===== src/msl_pkg.sv =====
// ----------------------------------------------------------------------------
// msl_pkg
// Shared types and constants of the multi-servo slew limiter.
// ----------------------------------------------------------------------------
`timescale 1ns / 1ps
package msl_pkg;
  localparam int NumServos = 8;
  localparam int IdW = (NumServos > 1) ? $clog2(NumServos) : 1;
  localparam logic [4:0] SpeedMax = 5'd20;
  localparam logic [4:0] SpeedMin = 5'd1;

  typedef enum logic [2:0] {
    KIND_DEFINE   = 3'd0,
    KIND_MOVE_TO  = 3'd1,
    KIND_SET_SPD  = 3'd2,
    KIND_STOP_ALL = 3'd3,
    KIND_HOME_ALL = 3'd4,
    KIND_HOME_ONE = 3'd5,
    KIND_TICK     = 3'd6,
    KIND_NONE     = 3'd7
  } kind_e;

  // request to the pulse mapper
  typedef struct packed {
    logic        start;
    logic [7:0]  angle;
    logic [7:0]  lo_ang;
    logic [7:0]  hi_ang;
    logic [15:0] lo_pls;
    logic [15:0] hi_pls;
  } map_req_t;

  typedef struct packed {
    logic        done;
    logic [15:0] pulse;
  } map_rsp_t;

  function automatic logic [4:0] clamp_speed(input logic [7:0] s);
    if (s < 8'(SpeedMin)) return SpeedMin;
    if (s > 8'(SpeedMax)) return SpeedMax;
    return s[4:0];
  endfunction
endpackage


===== src/msl_pulse_map.sv =====
// ----------------------------------------------------------------------------
// msl_pulse_map
// Rounded linear angle-to-pulse map with a shared multiplier step and a
// restoring divider, one quotient bit per cycle.
// ----------------------------------------------------------------------------
`timescale 1ns / 1ps
module msl_pulse_map (
  input  logic              clk_i,
  input  logic              rst_ni,
  input  msl_pkg::map_req_t req_i,
  output msl_pkg::map_rsp_t rsp_o
);
  import msl_pkg::*;

  typedef enum logic [3:0] {
    S_IDLE = 4'b0001,
    S_MUL  = 4'b0010,
    S_DIV  = 4'b0100,
    S_FIN  = 4'b1000
  } st_e;

  localparam int NW = 28;  // |2*num+den| < 2^27
  st_e          st_q, st_d;
  logic [4:0]   cnt_q, cnt_d;
  logic         neg_q, neg_d, zero_q, zero_d, done_q, done_d;
  logic signed [8:0]  da_q, da_d, den_q, den_d;
  logic signed [16:0] dp_q, dp_d;
  logic [15:0]  lo_q, lo_d, pls_q, pls_d;
  logic [NW-1:0] t_q, t_d, quo_q, quo_d;
  logic [NW:0]   rem_q, rem_d;
  logic [9:0]    d2_q, d2_d;
  logic signed [25:0] prod;
  logic signed [27:0] tt;
  logic [NW:0]   trial;
  logic signed [NW+1:0] q_s, r_s;

  always_comb begin
    prod  = da_q * dp_q;
    tt    = 28'(2 * 28'(prod)) + 28'(den_q);
    trial = {rem_q[NW-1:0], t_q[NW-1]};
    q_s   = neg_q ? -($signed({2'b00, quo_q}) + ((rem_q != '0) ? 30'sd1 : 30'sd0))
                  : $signed({2'b00, quo_q});
    r_s   = $signed({14'd0, lo_q}) + q_s;
  end

  always_comb begin
    st_d = st_q; cnt_d = cnt_q; neg_d = neg_q; zero_d = zero_q; done_d = 1'b0;
    da_d = da_q; den_d = den_q; dp_d = dp_q; lo_d = lo_q; pls_d = pls_q;
    t_d = t_q; quo_d = quo_q; rem_d = rem_q; d2_d = d2_q;
    unique case (st_q)
      S_IDLE: if (req_i.start) begin
        da_d  = $signed({1'b0, req_i.angle}) - $signed({1'b0, req_i.lo_ang});
        den_d = $signed({1'b0, req_i.hi_ang}) - $signed({1'b0, req_i.lo_ang});
        dp_d  = $signed({1'b0, req_i.hi_pls}) - $signed({1'b0, req_i.lo_pls});
        lo_d  = req_i.lo_pls;
        zero_d = (req_i.hi_ang == req_i.lo_ang);
        // fold the divisor sign into the numerator
        if (req_i.hi_ang < req_i.lo_ang) begin
          da_d  = -($signed({1'b0, req_i.angle}) - $signed({1'b0, req_i.lo_ang}));
          den_d = $signed({1'b0, req_i.lo_ang}) - $signed({1'b0, req_i.hi_ang});
        end
        st_d = S_MUL;
      end
      S_MUL: begin
        neg_d = tt[27];
        t_d   = tt[27] ? NW'(-tt) : NW'(tt);
        d2_d  = {den_q, 1'b0};
        quo_d = '0; rem_d = '0; cnt_d = '0;
        st_d  = zero_q ? S_FIN : S_DIV;
      end
      S_DIV: begin
        t_d = {t_q[NW-2:0], 1'b0};
        if (trial >= (NW+1)'(d2_q)) begin
          rem_d = trial - (NW+1)'(d2_q);
          quo_d = {quo_q[NW-2:0], 1'b1};
        end else begin
          rem_d = trial;
          quo_d = {quo_q[NW-2:0], 1'b0};
        end
        cnt_d = cnt_q + 5'd1;
        if (cnt_q == 5'(NW-1)) st_d = S_FIN;
      end
      S_FIN: begin
        if (zero_q)              pls_d = lo_q;
        else if (r_s < 0)        pls_d = '0;
        else if (r_s > 30'sd65535) pls_d = 16'hFFFF;
        else                     pls_d = r_s[15:0];
        done_d = 1'b1;
        st_d = S_IDLE;
      end
      default: st_d = S_IDLE;
    endcase
  end

  always_ff @(posedge clk_i or negedge rst_ni) begin
    if (!rst_ni) begin
      st_q <= S_IDLE; done_q <= 1'b0; cnt_q <= '0;
    end else begin
      st_q <= st_d; done_q <= done_d; cnt_q <= cnt_d;
    end
  end

  always_ff @(posedge clk_i) begin
    neg_q <= neg_d; zero_q <= zero_d; da_q <= da_d; den_q <= den_d; dp_q <= dp_d;
    lo_q <= lo_d; pls_q <= pls_d; t_q <= t_d; quo_q <= quo_d; rem_q <= rem_d;
    d2_q <= d2_d;
  end

  assign rsp_o.done  = done_q;
  assign rsp_o.pulse = pls_q;
endmodule


===== src/multi_servo_slew_limiter_top.sv =====
// ----------------------------------------------------------------------------
// multi_servo_slew_limiter_top
// Servo table with slew limiting and a rounded linear pulse map.
// ----------------------------------------------------------------------------
// Usage: drive a command on the input ports and raise start while busy
// is low; the word is taken on that edge. Results come out one cycle wide
// on valid_o, last_o marks the final word of a command. The receiver
// cannot stall, so every result is taken when shown.
// Flow: set speed, stop-free invalid and unused commands go from the
// accepting edge straight to their acknowledgement; single moves first
// pass the walk state, broadcasts walk the whole table. Define and each
// moved servo of a tick run the pulse mapper: a request, then capture,
// multiply, 28 restoring divide steps, saturate and done in the mapper,
// then an emit step. A tick first walks the table one entry per cycle,
// then maps each moved servo in table order. A define of a valid servo
// shows its pulse first and its acknowledgement after it.
// Reset clears the whole servo table and the sequencer at once.
// ----------------------------------------------------------------------------
`timescale 1ns / 1ps
module multi_servo_slew_limiter_top (
  input  logic        clk_i,
  input  logic        rst_ni,
  input  logic        start,
  output logic        busy,
  input  logic [2:0]  kind_i,
  input  logic [7:0]  servo_id_i,
  input  logic [7:0]  angle_i,
  input  logic [7:0]  speed_i,
  input  logic [7:0]  min_angle_i,
  input  logic [7:0]  max_angle_i,
  input  logic [15:0] min_pulse_us_i,
  input  logic [15:0] max_pulse_us_i,
  input  logic [3:0]  channel_i,
  output logic        valid_o,
  output logic        is_pulse_o,
  output logic        accepted_o,
  output logic [7:0]  out_servo_o,
  output logic [3:0]  out_channel_o,
  output logic [15:0] pulse_us_o,
  output logic [7:0]  current_angle_o,
  output logic [7:0]  target_angle_o,
  output logic [4:0]  step_speed_o,
  output logic        moving_o,
  output logic        any_moving_o,
  output logic        last_o
);
  import msl_pkg::*;

  typedef enum logic [6:0] {
    S_IDLE  = 7'b0000001,
    S_WALK  = 7'b0000010,
    S_TICK  = 7'b0000100,
    S_MAP   = 7'b0001000,
    S_WAIT  = 7'b0010000,
    S_EMITP = 7'b0100000,
    S_ACK   = 7'b1000000
  } st_e;

  logic [7:0]  cur_q [NumServos], tgt_q [NumServos], lo_a_q [NumServos];
  logic [7:0]  hi_a_q [NumServos], home_q [NumServos];
  logic [15:0] lo_p_q [NumServos], hi_p_q [NumServos];
  logic [4:0]  spd_q [NumServos];
  logic [3:0]  chn_q [NumServos];
  logic [NumServos-1:0] mov_q, moved_q;

  st_e        st_q;
  kind_e      kind_q;
  logic [7:0] sid_q, ang_q;
  logic [IdW:0] idx_q;
  logic       valid_q;
  logic [IdW-1:0] id;
  logic [IdW-1:0] ix;
  logic       more;
  logic       out_v_q;
  map_req_t   mreq;
  map_rsp_t   mrsp;
  logic [7:0] clamp_a;
  logic [7:0] mv_a;

  assign id  = valid_q ? sid_q[IdW-1:0] : '0;
  assign ix  = idx_q[IdW-1:0];
  assign busy = (st_q != S_IDLE);

  // clamp helper for move commands on the walking index or the addressed id
  function automatic logic [7:0] clampf(input logic [7:0] a, input logic [7:0] lo,
                                        input logic [7:0] hi);
    if (a < lo) return lo;
    if (a > hi) return hi;
    return a;
  endfunction

  assign mv_a    = (kind_q == KIND_MOVE_TO) ? ang_q : home_q[id];
  assign clamp_a = clampf(mv_a, lo_a_q[id], hi_a_q[id]);

  always_comb begin
    mreq.start  = (st_q == S_MAP);
    mreq.angle  = cur_q[ix];
    mreq.lo_ang = lo_a_q[ix];
    mreq.hi_ang = hi_a_q[ix];
    mreq.lo_pls = lo_p_q[ix];
    mreq.hi_pls = hi_p_q[ix];
  end

  msl_pulse_map u_map (.clk_i(clk_i), .rst_ni(rst_ni), .req_i(mreq), .rsp_o(mrsp));

  // any moved servo still left after the current index
  always_comb begin
    more = 1'b0;
    for (int k = 0; k < NumServos; k++)
      if ((IdW+1)'(k) > idx_q && moved_q[k]) more = 1'b1;
  end

  logic [7:0] d_ang, tc;
  logic [8:0] dmag;
  always_comb begin
    dmag = (tgt_q[ix] >= cur_q[ix]) ? 9'(tgt_q[ix] - cur_q[ix])
                                     : 9'(cur_q[ix] - tgt_q[ix]);
    tc   = (tgt_q[ix] > cur_q[ix]) ? cur_q[ix] + 8'(spd_q[ix])
                                    : cur_q[ix] - 8'(spd_q[ix]);
    d_ang = tc;
  end

  always_ff @(posedge clk_i or negedge rst_ni) begin
    if (!rst_ni) begin
      st_q <= S_IDLE; out_v_q <= 1'b0; mov_q <= '0; moved_q <= '0; idx_q <= '0;
      kind_q <= KIND_NONE; sid_q <= '0; ang_q <= '0; valid_q <= 1'b0;
      for (int k = 0; k < NumServos; k++) begin
        cur_q[k] <= '0; tgt_q[k] <= '0; lo_a_q[k] <= '0; hi_a_q[k] <= '0;
        home_q[k] <= '0; lo_p_q[k] <= '0; hi_p_q[k] <= '0; spd_q[k] <= '0;
        chn_q[k] <= '0;
      end
    end else begin
      out_v_q <= 1'b0;
      unique case (st_q)
        S_IDLE: if (start) begin
          kind_q  <= kind_e'(kind_i);
          sid_q   <= servo_id_i;
          ang_q   <= angle_i;
          valid_q <= (servo_id_i < 8'(NumServos));
          idx_q   <= '0;
          st_q    <= S_ACK;
          if (servo_id_i < 8'(NumServos)) begin
            unique case (kind_e'(kind_i))
              KIND_DEFINE: begin
                lo_a_q[servo_id_i[IdW-1:0]] <= min_angle_i;
                hi_a_q[servo_id_i[IdW-1:0]] <= max_angle_i;
                lo_p_q[servo_id_i[IdW-1:0]] <= min_pulse_us_i;
                hi_p_q[servo_id_i[IdW-1:0]] <= max_pulse_us_i;
                chn_q[servo_id_i[IdW-1:0]]  <= channel_i;
                home_q[servo_id_i[IdW-1:0]] <= angle_i;
                cur_q[servo_id_i[IdW-1:0]]  <= angle_i;
                tgt_q[servo_id_i[IdW-1:0]]  <= angle_i;
                mov_q[servo_id_i[IdW-1:0]]  <= 1'b0;
                spd_q[servo_id_i[IdW-1:0]]  <= clamp_speed(speed_i);
                idx_q <= (IdW+1)'(servo_id_i[IdW-1:0]);
                st_q  <= S_MAP;
              end
              KIND_SET_SPD: spd_q[servo_id_i[IdW-1:0]] <= clamp_speed(speed_i);
              default: ;
            endcase
          end
          unique case (kind_e'(kind_i))
            KIND_STOP_ALL, KIND_HOME_ALL: st_q <= S_WALK;
            KIND_TICK: begin
              moved_q <= mov_q;
              st_q    <= S_TICK;
            end
            KIND_DEFINE: if (servo_id_i >= 8'(NumServos)) st_q <= S_ACK;
            default: ;
          endcase
          if ((kind_e'(kind_i) == KIND_MOVE_TO || kind_e'(kind_i) == KIND_HOME_ONE)
              && servo_id_i < 8'(NumServos))
            st_q <= S_WALK;
        end
        S_WALK: begin
          // one table entry per cycle for broadcasts, one for single moves
          if (kind_q == KIND_STOP_ALL) begin
            tgt_q[ix] <= cur_q[ix];
            mov_q[ix] <= 1'b0;
          end else if (kind_q == KIND_HOME_ALL) begin
            tgt_q[ix] <= clampf(home_q[ix], lo_a_q[ix], hi_a_q[ix]);
            mov_q[ix] <= (cur_q[ix] != clampf(home_q[ix], lo_a_q[ix], hi_a_q[ix]));
          end else begin
            tgt_q[id] <= clamp_a;
            mov_q[id] <= (cur_q[id] != clamp_a);
          end
          idx_q <= idx_q + 1'b1;
          if (kind_q != KIND_STOP_ALL && kind_q != KIND_HOME_ALL) st_q <= S_ACK;
          else if (idx_q == (IdW+1)'(NumServos - 1)) st_q <= S_ACK;
        end
        S_TICK: begin
          if (mov_q[ix]) begin
            if (dmag <= 9'(spd_q[ix])) begin
              cur_q[ix] <= tgt_q[ix];
              mov_q[ix] <= 1'b0;
            end else cur_q[ix] <= d_ang;
          end
          if (idx_q == (IdW+1)'(NumServos - 1)) begin
            if (moved_q == '0) st_q <= S_IDLE;
            else begin
              idx_q <= '0;
              st_q  <= moved_q[0] ? S_MAP : S_EMITP;
            end
          end else idx_q <= idx_q + 1'b1;
        end
        S_MAP:  st_q <= S_WAIT;
        S_WAIT: if (mrsp.done) begin
          out_v_q <= 1'b1;
          st_q    <= S_EMITP;
        end
        S_EMITP: begin
          // skip to the next moved servo, or finish; a define goes on to its acknowledgement
          if (kind_q == KIND_DEFINE) st_q <= S_ACK;
          else if (!more) st_q <= S_IDLE;
          else begin
            idx_q <= idx_q + 1'b1;
            st_q  <= moved_q[ix + 1'b1] ? S_MAP : S_EMITP;
          end
        end
        S_ACK: begin
          if (!out_v_q) begin
            out_v_q <= 1'b1;
            st_q    <= S_IDLE;
          end
        end
        default: st_q <= S_IDLE;
      endcase
    end
  end

  // result register
  logic        is_p_q, acc_q, last_q, mv_q, any_q;
  logic [7:0]  osv_q, oca_q, ota_q;
  logic [3:0]  och_q;
  logic [15:0] opl_q;
  logic [4:0]  osp_q;
  logic        pulse_evt, ack_evt;
  logic [IdW-1:0] rix;

  assign pulse_evt = (st_q == S_WAIT) && mrsp.done;
  assign ack_evt   = (st_q == S_ACK) && !out_v_q;
  assign rix       = pulse_evt ? ix : id;

  always_ff @(posedge clk_i) begin
    if (pulse_evt || ack_evt) begin
      is_p_q <= pulse_evt;
      acc_q  <= pulse_evt ? 1'b1 : (valid_q && kind_q != KIND_TICK && kind_q != KIND_NONE);
      osv_q  <= pulse_evt ? 8'(ix) : sid_q;
      opl_q  <= pulse_evt ? mrsp.pulse : 16'd0;
      last_q <= pulse_evt ? (kind_q == KIND_TICK && !more) : 1'b1;
      any_q  <= (mov_q != '0);
      if (pulse_evt || (valid_q && kind_q != KIND_NONE)) begin
        och_q <= chn_q[rix]; oca_q <= cur_q[rix]; ota_q <= tgt_q[rix];
        osp_q <= spd_q[rix]; mv_q <= mov_q[rix];
      end else begin
        och_q <= '0; oca_q <= '0; ota_q <= '0; osp_q <= '0; mv_q <= 1'b0;
      end
    end
  end

  assign valid_o = out_v_q;
  assign is_pulse_o = is_p_q;
  assign accepted_o = acc_q;
  assign out_servo_o = osv_q;
  assign out_channel_o = och_q;
  assign pulse_us_o = opl_q;
  assign current_angle_o = oca_q;
  assign target_angle_o = ota_q;
  assign step_speed_o = osp_q;
  assign moving_o = mv_q;
  assign any_moving_o = any_q;
  assign last_o = last_q;
endmodule


===== config.mk =====
export PLATFORM = sky130hd
export DESIGN_NAME = multi_servo_slew_limiter_top
export DESIGN_NICKNAME = d
export VERILOG_FILES = /design/src/msl_pkg.sv /design/src/msl_pulse_map.sv /design/src/multi_servo_slew_limiter_top.sv
export SDC_FILE = /design/constraint.sdc
export NUM_CORES = 2
export LEC_CHECK = 0
export BUFFER_PORTS_ARGS = -buffer_cell sky130_fd_sc_hd__buf_2
export CORE_MARGIN = 2
export CORE_UTILIZATION = 60
export CTS_CLUSTER_DIAMETER = 200
export CTS_CLUSTER_SIZE = 10
export DETAILED_ROUTE_END_ITERATION = 8
export GPL_TIMING_DRIVEN = 0
export MAX_ROUTING_LAYER = met4
export PLACE_DENSITY = 0.73
export SLEW_MARGIN = 10
export SYNTH_ARGS = -nofsm -noshare
export SYNTH_HDL_FRONTEND = slang
export SYNTH_SLANG_ARGS = --single-unit

===== constraint.sdc =====
create_clock -name clk_i -period 9.2 [get_ports clk_i]
set_clock_uncertainty 0.2 [all_clocks]
set_input_delay 0.92 -clock clk_i [delete_from_list [all_inputs] [get_ports clk_i]]
set_output_delay 0.92 -clock clk_i [all_outputs]
set_load 0.005 [all_outputs]

* Yosys cells after proc, flatten, opt, wreduce, memory -nomap -nowiden *
Index checks and enable logic that the tools add are counted.

storage, ports and cells
  register bits after elaboration = 923
  input bits = 82
  output and inout bits = 56
  logic and storage cells = 495

operators by class
  $add $sub $neg = 18
  multiply operators = 1
  $lt $le $gt $ge = 38
  equality and inequality tests = 45
  mux-type cells = 228
  bitwise logic cells = 8
  reduce and logical (&&, ||, !) cells = 50

operators by type and width
  cell                    count
  $bwmux W64              10
  $mux W64                10
  $mux W8                 45
  $bmux W8 S3             11
  $bwmux W128             2
  $pmux W64 S2            2
  $mux W16                8
  $pmux W28 S2            2
  $bmux W16 S3            2
  $mux W5                 19
  $bwmux W40              2
  $pmux W40 S2            1
  $mux W7                 11
  $demux W8 S3            3
  $pmux W29 S2            1
  $mux W1                 51
  $pmux W7 S7             1
  $demux W16 S3           1
  $sub A8 B8 Y9           5
  $mux W4                 11
  $bwmux W32              1
  $add A17 B30 Y30        1
  $bmux W5 S3             2
  $gt A30 B17 Y1 const B  1
  89 further kinds        185

* Logic depth before layout (Yosys ltp) *
  depth in word-level cells = 23
  gate-level depth with buffers = 37
  gate-level depth less buffers = 35

* Hierarchy *
Synthesis repeated with hierarchy kept, for this count alone.

unflattened totals
  cell total of the unflattened synthesis = 6223
  area, all modules = 60020.1 um2

by module, submodules not included
  module                        instances  cells an instance  area an instance (um2)
  multi_servo_slew_limiter_top  1          4149               41003.1
  msl_pulse_map                 1          2074               19017.0

* Worst setup path after synthesis *
Ideal clock, no wire load.

  kind = flip-flop to flip-flop
  start point = reg u_map.da_q[2]
  end point = reg u_map.t_q[22] (data pin)
  arrival = 7561 ps
  data required time = 8729 ps
  path slack = 1169 ps
  stages on the path, launching flop included = 34
  cells stage by stage = edfxtp_1 -> clkbuf_1 -> clkbuf_1 -> nand2_1 -> fa_1 -> inv_1 -> fa_1 -> inv_1 -> fa_1 -> inv_1 -> fa_1 -> ha_1 -> ha_1 -> a21oi_1 -> o21ai_0 -> a21oi_1 -> o21bai_1 -> a21oi_1 -> o21ai_0 -> o41ai_1 -> o21ai_0 -> or4_1 -> a41o_1 -> a21oi_1 -> xnor2_1 -> ha_1 -> clkbuf_1 -> o21ai_0 -> a31oi_1 -> inv_1 -> clkbuf_1 -> o21ai_0 -> xor2_1 -> a21oi_1

between the ends
  elaborated cells between the ends (all ways) = 5
  those cells by class = add/sub (2); mul (1); mux (2)

RTL lines
  item                      line                  text
  start: declaration        msl_pulse_map.sv:26   logic signed [8:0] da_q, da_d, den_q, den_d;
  start signal: assignment  msl_pulse_map.sv:104  neg_q <= neg_d; zero_q <= zero_d; da_q <= da_d; den_q <= den_d; dp_q <= dp_d;
  $mul A9 B17 Y26           msl_pulse_map.sv:38   prod = da_q * dp_q;
  $add A27 B9 Y28           msl_pulse_map.sv:39   tt = 28'(2 * 28'(prod)) + 28'(den_q);
  named net u_map.tt[27]    msl_pulse_map.sv:33   logic signed [27:0] tt;
  $mux W28                  msl_pulse_map.sv:66   t_d = tt[27] ? NW'(-tt) : NW'(tt);
  $pmux W28 S2              msl_pulse_map.sv:50   unique case (st_q)
  named net u_map.t_d[22]   msl_pulse_map.sv:29   logic [NW-1:0] t_q, t_d, quo_q, quo_d;
  end signal: assignment    msl_pulse_map.sv:105  lo_q <= lo_d; pls_q <= pls_d; t_q <= t_d; quo_q <= quo_d; rem_q <= rem_d;
  end: declaration          msl_pulse_map.sv:29

The timed path passes the listed nets, and every way through them passes these cells.
A chain may end at the register's enable or synchronous reset.

* Worst setup path after layout *
  start point = reg idx_q[0]
  end point = reg cur_q[47] in the netlist's numbering

between the ends
  cells in the longest elaborated chain, start to end = 10
  elaborated cells between the ends (all ways) = 33
  those cells by class = add/sub (4); order compare (5); eq/ne (1); mux (20); bitwise (1); reduce/logical (2)

RTL lines
  item                                                                line                                                                      text
  start: declaration                                                  multi_servo_slew_limiter_top.sv:69                                        logic [IdW:0] idx_q;
  start signal: assignment                                            multi_servo_slew_limiter_top.sv:155                                       idx_q <= (IdW+1)'(servo_id_i[IdW-1:0]);
  start signal: assignment                                            multi_servo_slew_limiter_top.sv:187                                       idx_q <= idx_q + 1'b1;
  start signal: assignment                                            multi_servo_slew_limiter_top.sv:204                                       end else idx_q <= idx_q + 1'b1;
  $not A3 Y4 (implied by the code)                                    n/a
  $bmux W8 S3 (tied with other cells)                                 n/a
  $mux W8 (implied by the code) (tied with other cells) (2 in a row)  n/a
  $sub A8 B8 Y9 (tied with other cells)                               multi_servo_slew_limiter_top.sv:117                                       : 9'(cur_q[ix] - tgt_q[ix]);
  $mux W9 or $mux W8 (tied branches)                                  multi_servo_slew_limiter_top.sv:116, multi_servo_slew_limiter_top.sv:118
  $le A9 B5 Y1 or $bwmux W64 (tied branches)                          multi_servo_slew_limiter_top.sv:193, multi_servo_slew_limiter_top.sv:196
  $mux W64                                                            multi_servo_slew_limiter_top.sv:193                                       if (dmag <= 9'(spd_q[ix])) begin
  $mux W64                                                            multi_servo_slew_limiter_top.sv:192                                       if (mov_q[ix]) begin
  $pmux W64 S2                                                        multi_servo_slew_limiter_top.sv:134                                       unique case (st_q)
  end signal: indexed assignment                                      multi_servo_slew_limiter_top.sv:151                                       cur_q[servo_id_i[IdW-1:0]] <= angle_i;
  end signal: indexed assignment                                      multi_servo_slew_limiter_top.sv:194                                       cur_q[ix] <= tgt_q[ix];
  end signal: indexed assignment                                      multi_servo_slew_limiter_top.sv:196                                       end else cur_q[ix] <= d_ang;
  end: declaration                                                    multi_servo_slew_limiter_top.sv:59                                        logic [7:0] cur_q [NumServos], tgt_q [NumServos], lo_a_q [NumServos];

Several ways; a longest one is shown, not always the timed one. The select of a mux whose other input is x is not followed.

==> flow_summary.toml <==
[global_route]
grt_overflow = 0
antenna_found_initial = 16
grt_pass1_wl_um = 335100
grt_max_degree = 114
track_usage_pct = 46.05
grt_pass1_vias = 50590

[synthesis]
synthArstFlopShare_pct = 76.49
yosysTopAreaCellShare_pct = 29.59
netlist_instances = 5852
synthTopCellsByCount = "701 x dfrtp_1, 592 x mux2_2, 556 x nand2_1"
synth_nets = 6287
yosys-top-cells-area = "dfrtp_1 30%, mux2_2 11%, edfxtp_1 11%, fa_1 4.6%, ha_1 4.6%"
syn_avg_cell_area_um2 = 10.13
synthFlopType = "dfrtp_1"
seq_area_frac_synth_pct = 40.81
synth_area_um2 = 59280
synth_top_area_cell = "dfrtp_1"
yosys_warnings = 0
synth_edf_count = 217
yosysMostFrequentCell = "dfrtp_1"
synth-seq-cells = 923
netlist-cell-type-count = 105

[timing]
period_share_pct = 99.45
fin_tns_setup_ns = 0
fmax_ghz = 0.1093
setup_violations = 0
period_minus_slack_ns = 9.149
slew_viol_final = 0
tightest_slew_ns = 1.480
layout_setup_ws_ns = 0.05098
hold_ws_ns = 0.04934
max-slew-margin-rel_pct = 0.9799
finalHoldViolCount = 0

[power]
peakVddDrop_uv = 430.4
powerDensity_nw_per_um2 = 390.5
static-leakage-power_nw = 26.98
power_mw = 25.56

[clock_tree]
cts_made_buffers = 102
htree_levels = 3
cts_hold_buf = 0
clk_latency_ns = 0.75
max-clock-path-buffers = 3
cts_root_buf = "clkbuf_16"
cts_tree = "done"
path_clk_slew_ns = 0.07
numClockSinks = 923

[place]
pre_cts_slack_ns = -1.485
place_inst = 7307
io_buffers = 130
hpwl_um = 169300
globalplace.congestion = 1.087

[drt]
wl_um = 230400
dr.pass1.iters = 9
viasPerCell = 6.977
ant_nets = 0
first_iter_violations = 7677
via_count = 52300
remaining_drc_errors = 2
avgRoutedWirePerCell_um = 30.74

[min_path]
hp-class = "primary input to async pin"

[setup_path]
required_ns = 9.63
crit_path_start_kind = "register"
critPathCaptureType = "register"
arrival_ns = 9.58
slowest_delay_ns = 0.83
slowest_stage = "clkbuf_1"
r2r_cells = 27
crit_type = "register to register"
crit_path_frequent_cell = "clkbuf_1"
cp_max_fo = 11

[die]
fp.coreArea_um2 = 98130
io_pins = 138
die_height_um = 318.3
initial_core_util_pct = 60.41
fp.dieW_um = 318.3
fp-row-count = 115
dieArea_um2 = 101300

[finish]
fill_cells = 7729
layout.nets = 6562
drive_above_1_share_pct = 17.29
final_cell_count_no_fill = 7496
area_growth_pct = 10.44

[job]
maxCapViolCount = 1

[run_status]
violations = "DRC, capacitance limit"
status = "finished, violations left"
final timing paths:
check | from | end | slack (ns)
hold reg to reg | sid_q[6]$_DFFE_PN0P_ | sid_q[6]$_DFFE_PN0P_ | 0.30
hold / removal | rst_ni | hi_p_q[50]$_DFFE_PN0P_ | 0.05
setup / recovery | idx_q[0]$_DFFE_PN0P_ | cur_q[47]$_DFFE_PN0P_ | 0.05
max in group asynchronous | rst_ni | hi_a_q[40]$_DFFE_PN0P_ | 6.77
min in group clk_i | servo_id_i[5] | sid_q[5]$_DFFE_PN0P_ | 0.25
setup reg to reg | idx_q[0]$_DFFE_PN0P_ | cur_q[47]$_DFFE_PN0P_ | 0.05
registers in the layout, summed over array words and instances (netlist names), 9 cells and up:
register / flops
chn_q: 32
u_map.quo_q: 28
cur_q: 64
u_map.dp_q: 17
tgt_q: 64
u_map.da_q: 9
u_map.lo_q: 16
lo_a_q: 64
home_q: 64
spd_q: 40
pulse_us_o: 16
hi_p_q: 128
u_map.rem_q: 29
u_map.t_q: 28
lo_p_q: 128
u_map.d2_q: 9
u_map.den_q: 9
hi_a_q: 64
u_map.pls_q: 16
metal layers:
layer / vias up / GRT usage [%] / wire, µm / part of all wire (%)
met5: - / - / 0 / 0
met4: 0 / 29.19 / 17760 / 7.7
met3: 953 / 14.72 / 28680 / 12
met2: 3458 / 67.14 / 100300 / 44
met1: 25820 / 55.35 / 83670 / 36
li1: 22070 / - / - / -
cells in the final DEF, fill, tap and decap left out, types with 151 or more instances in the layout:
master / netlist / routed
a21oi_1: 222 / 218
a22oi_1: 203 / 203
buf_2: 15 / 151
clkbuf_1: 274 / 294
dfrtp_1: 701 / 701
edfxtp_1: 217 / 217
ha_1: 217 / 217
inv_1: 256 / 255
mux2_2: 592 / 592
nand2_1: 556 / 556
nor2_1: 416 / 410
o21ai_0: 286 / 282
power by group:
| part | total [mW] | internal [mW] | switching, mW |
|---|---|---|---|
| clock | 3.85 | 2.07 | 1.78 |
| combinational | 14.6 | 5.43 | 9.17 |
| sequential | 7.11 | 5.93 | 1.18 |
repair_timing:
item / in CTS / in global routing
gates resized for setup: 30 / 53
setup buffers: 2 / 10
endpoints found under the hold margin: 0 / 0
setup endpoints to repair: 101 / 100
pin swaps: 1 / 1
stage by stage:
step,util (%),instance area (µm²)
after floorplan,-,59280
after global placement,62.71,61540
after detailed placement,63.40,62210
after CTS,66.51,65270
after global routing,66.71,65460
final,66.71,65470
worst max-delay path, delay by kind of cell, from the launching register on:
family                     cells  cell delay, ns
buffers and inverters          7            2.98
adders and majority gates      2            0.67
muxes                          1            0.25
DFF                            1            0.38
and+or+nand+nor                7            2.31
AOI/OAI and AO/OA              9            2.00
xor gates and xnor gates       1            0.17
layout make-up:
| cell class | instances | area [µm²] | area share [%] |
|---|---|---|---|
| multi-input cells | 4323 | 32940 | 50.31 |
| flip-flops and latches | 923 | 24190 | 36.95 |
| clock buffers | 158 | 2763 | 4.220 |
| well taps | 1287 | 1610 | 2.460 |
| plain buffers | 337 | 1450 | 2.215 |
| repair buffers | 181 | 1282 | 1.959 |
| inverters | 259 | 974.7 | 1.489 |
| clock inverters | 8 | 209.0 | 0.3192 |
| diodes | 20 | 50.05 | 0.07645 |
logic make-up after synthesis:
| logic type | Yosys count | synth area share, % |
|---|---|---|
| compound gates | 1417 | 16.40 |
| xor+xnor | 194 | 2.866 |
| fa+ha+maj | 353 | 9.173 |
| buf+inv | 606 | 3.989 |
| flops | 923 | 40.81 |
| mux | 687 | 13.21 |
| simple gates | 1672 | 13.55 |
No activity file was read; power rests on OpenSTA's default activity.
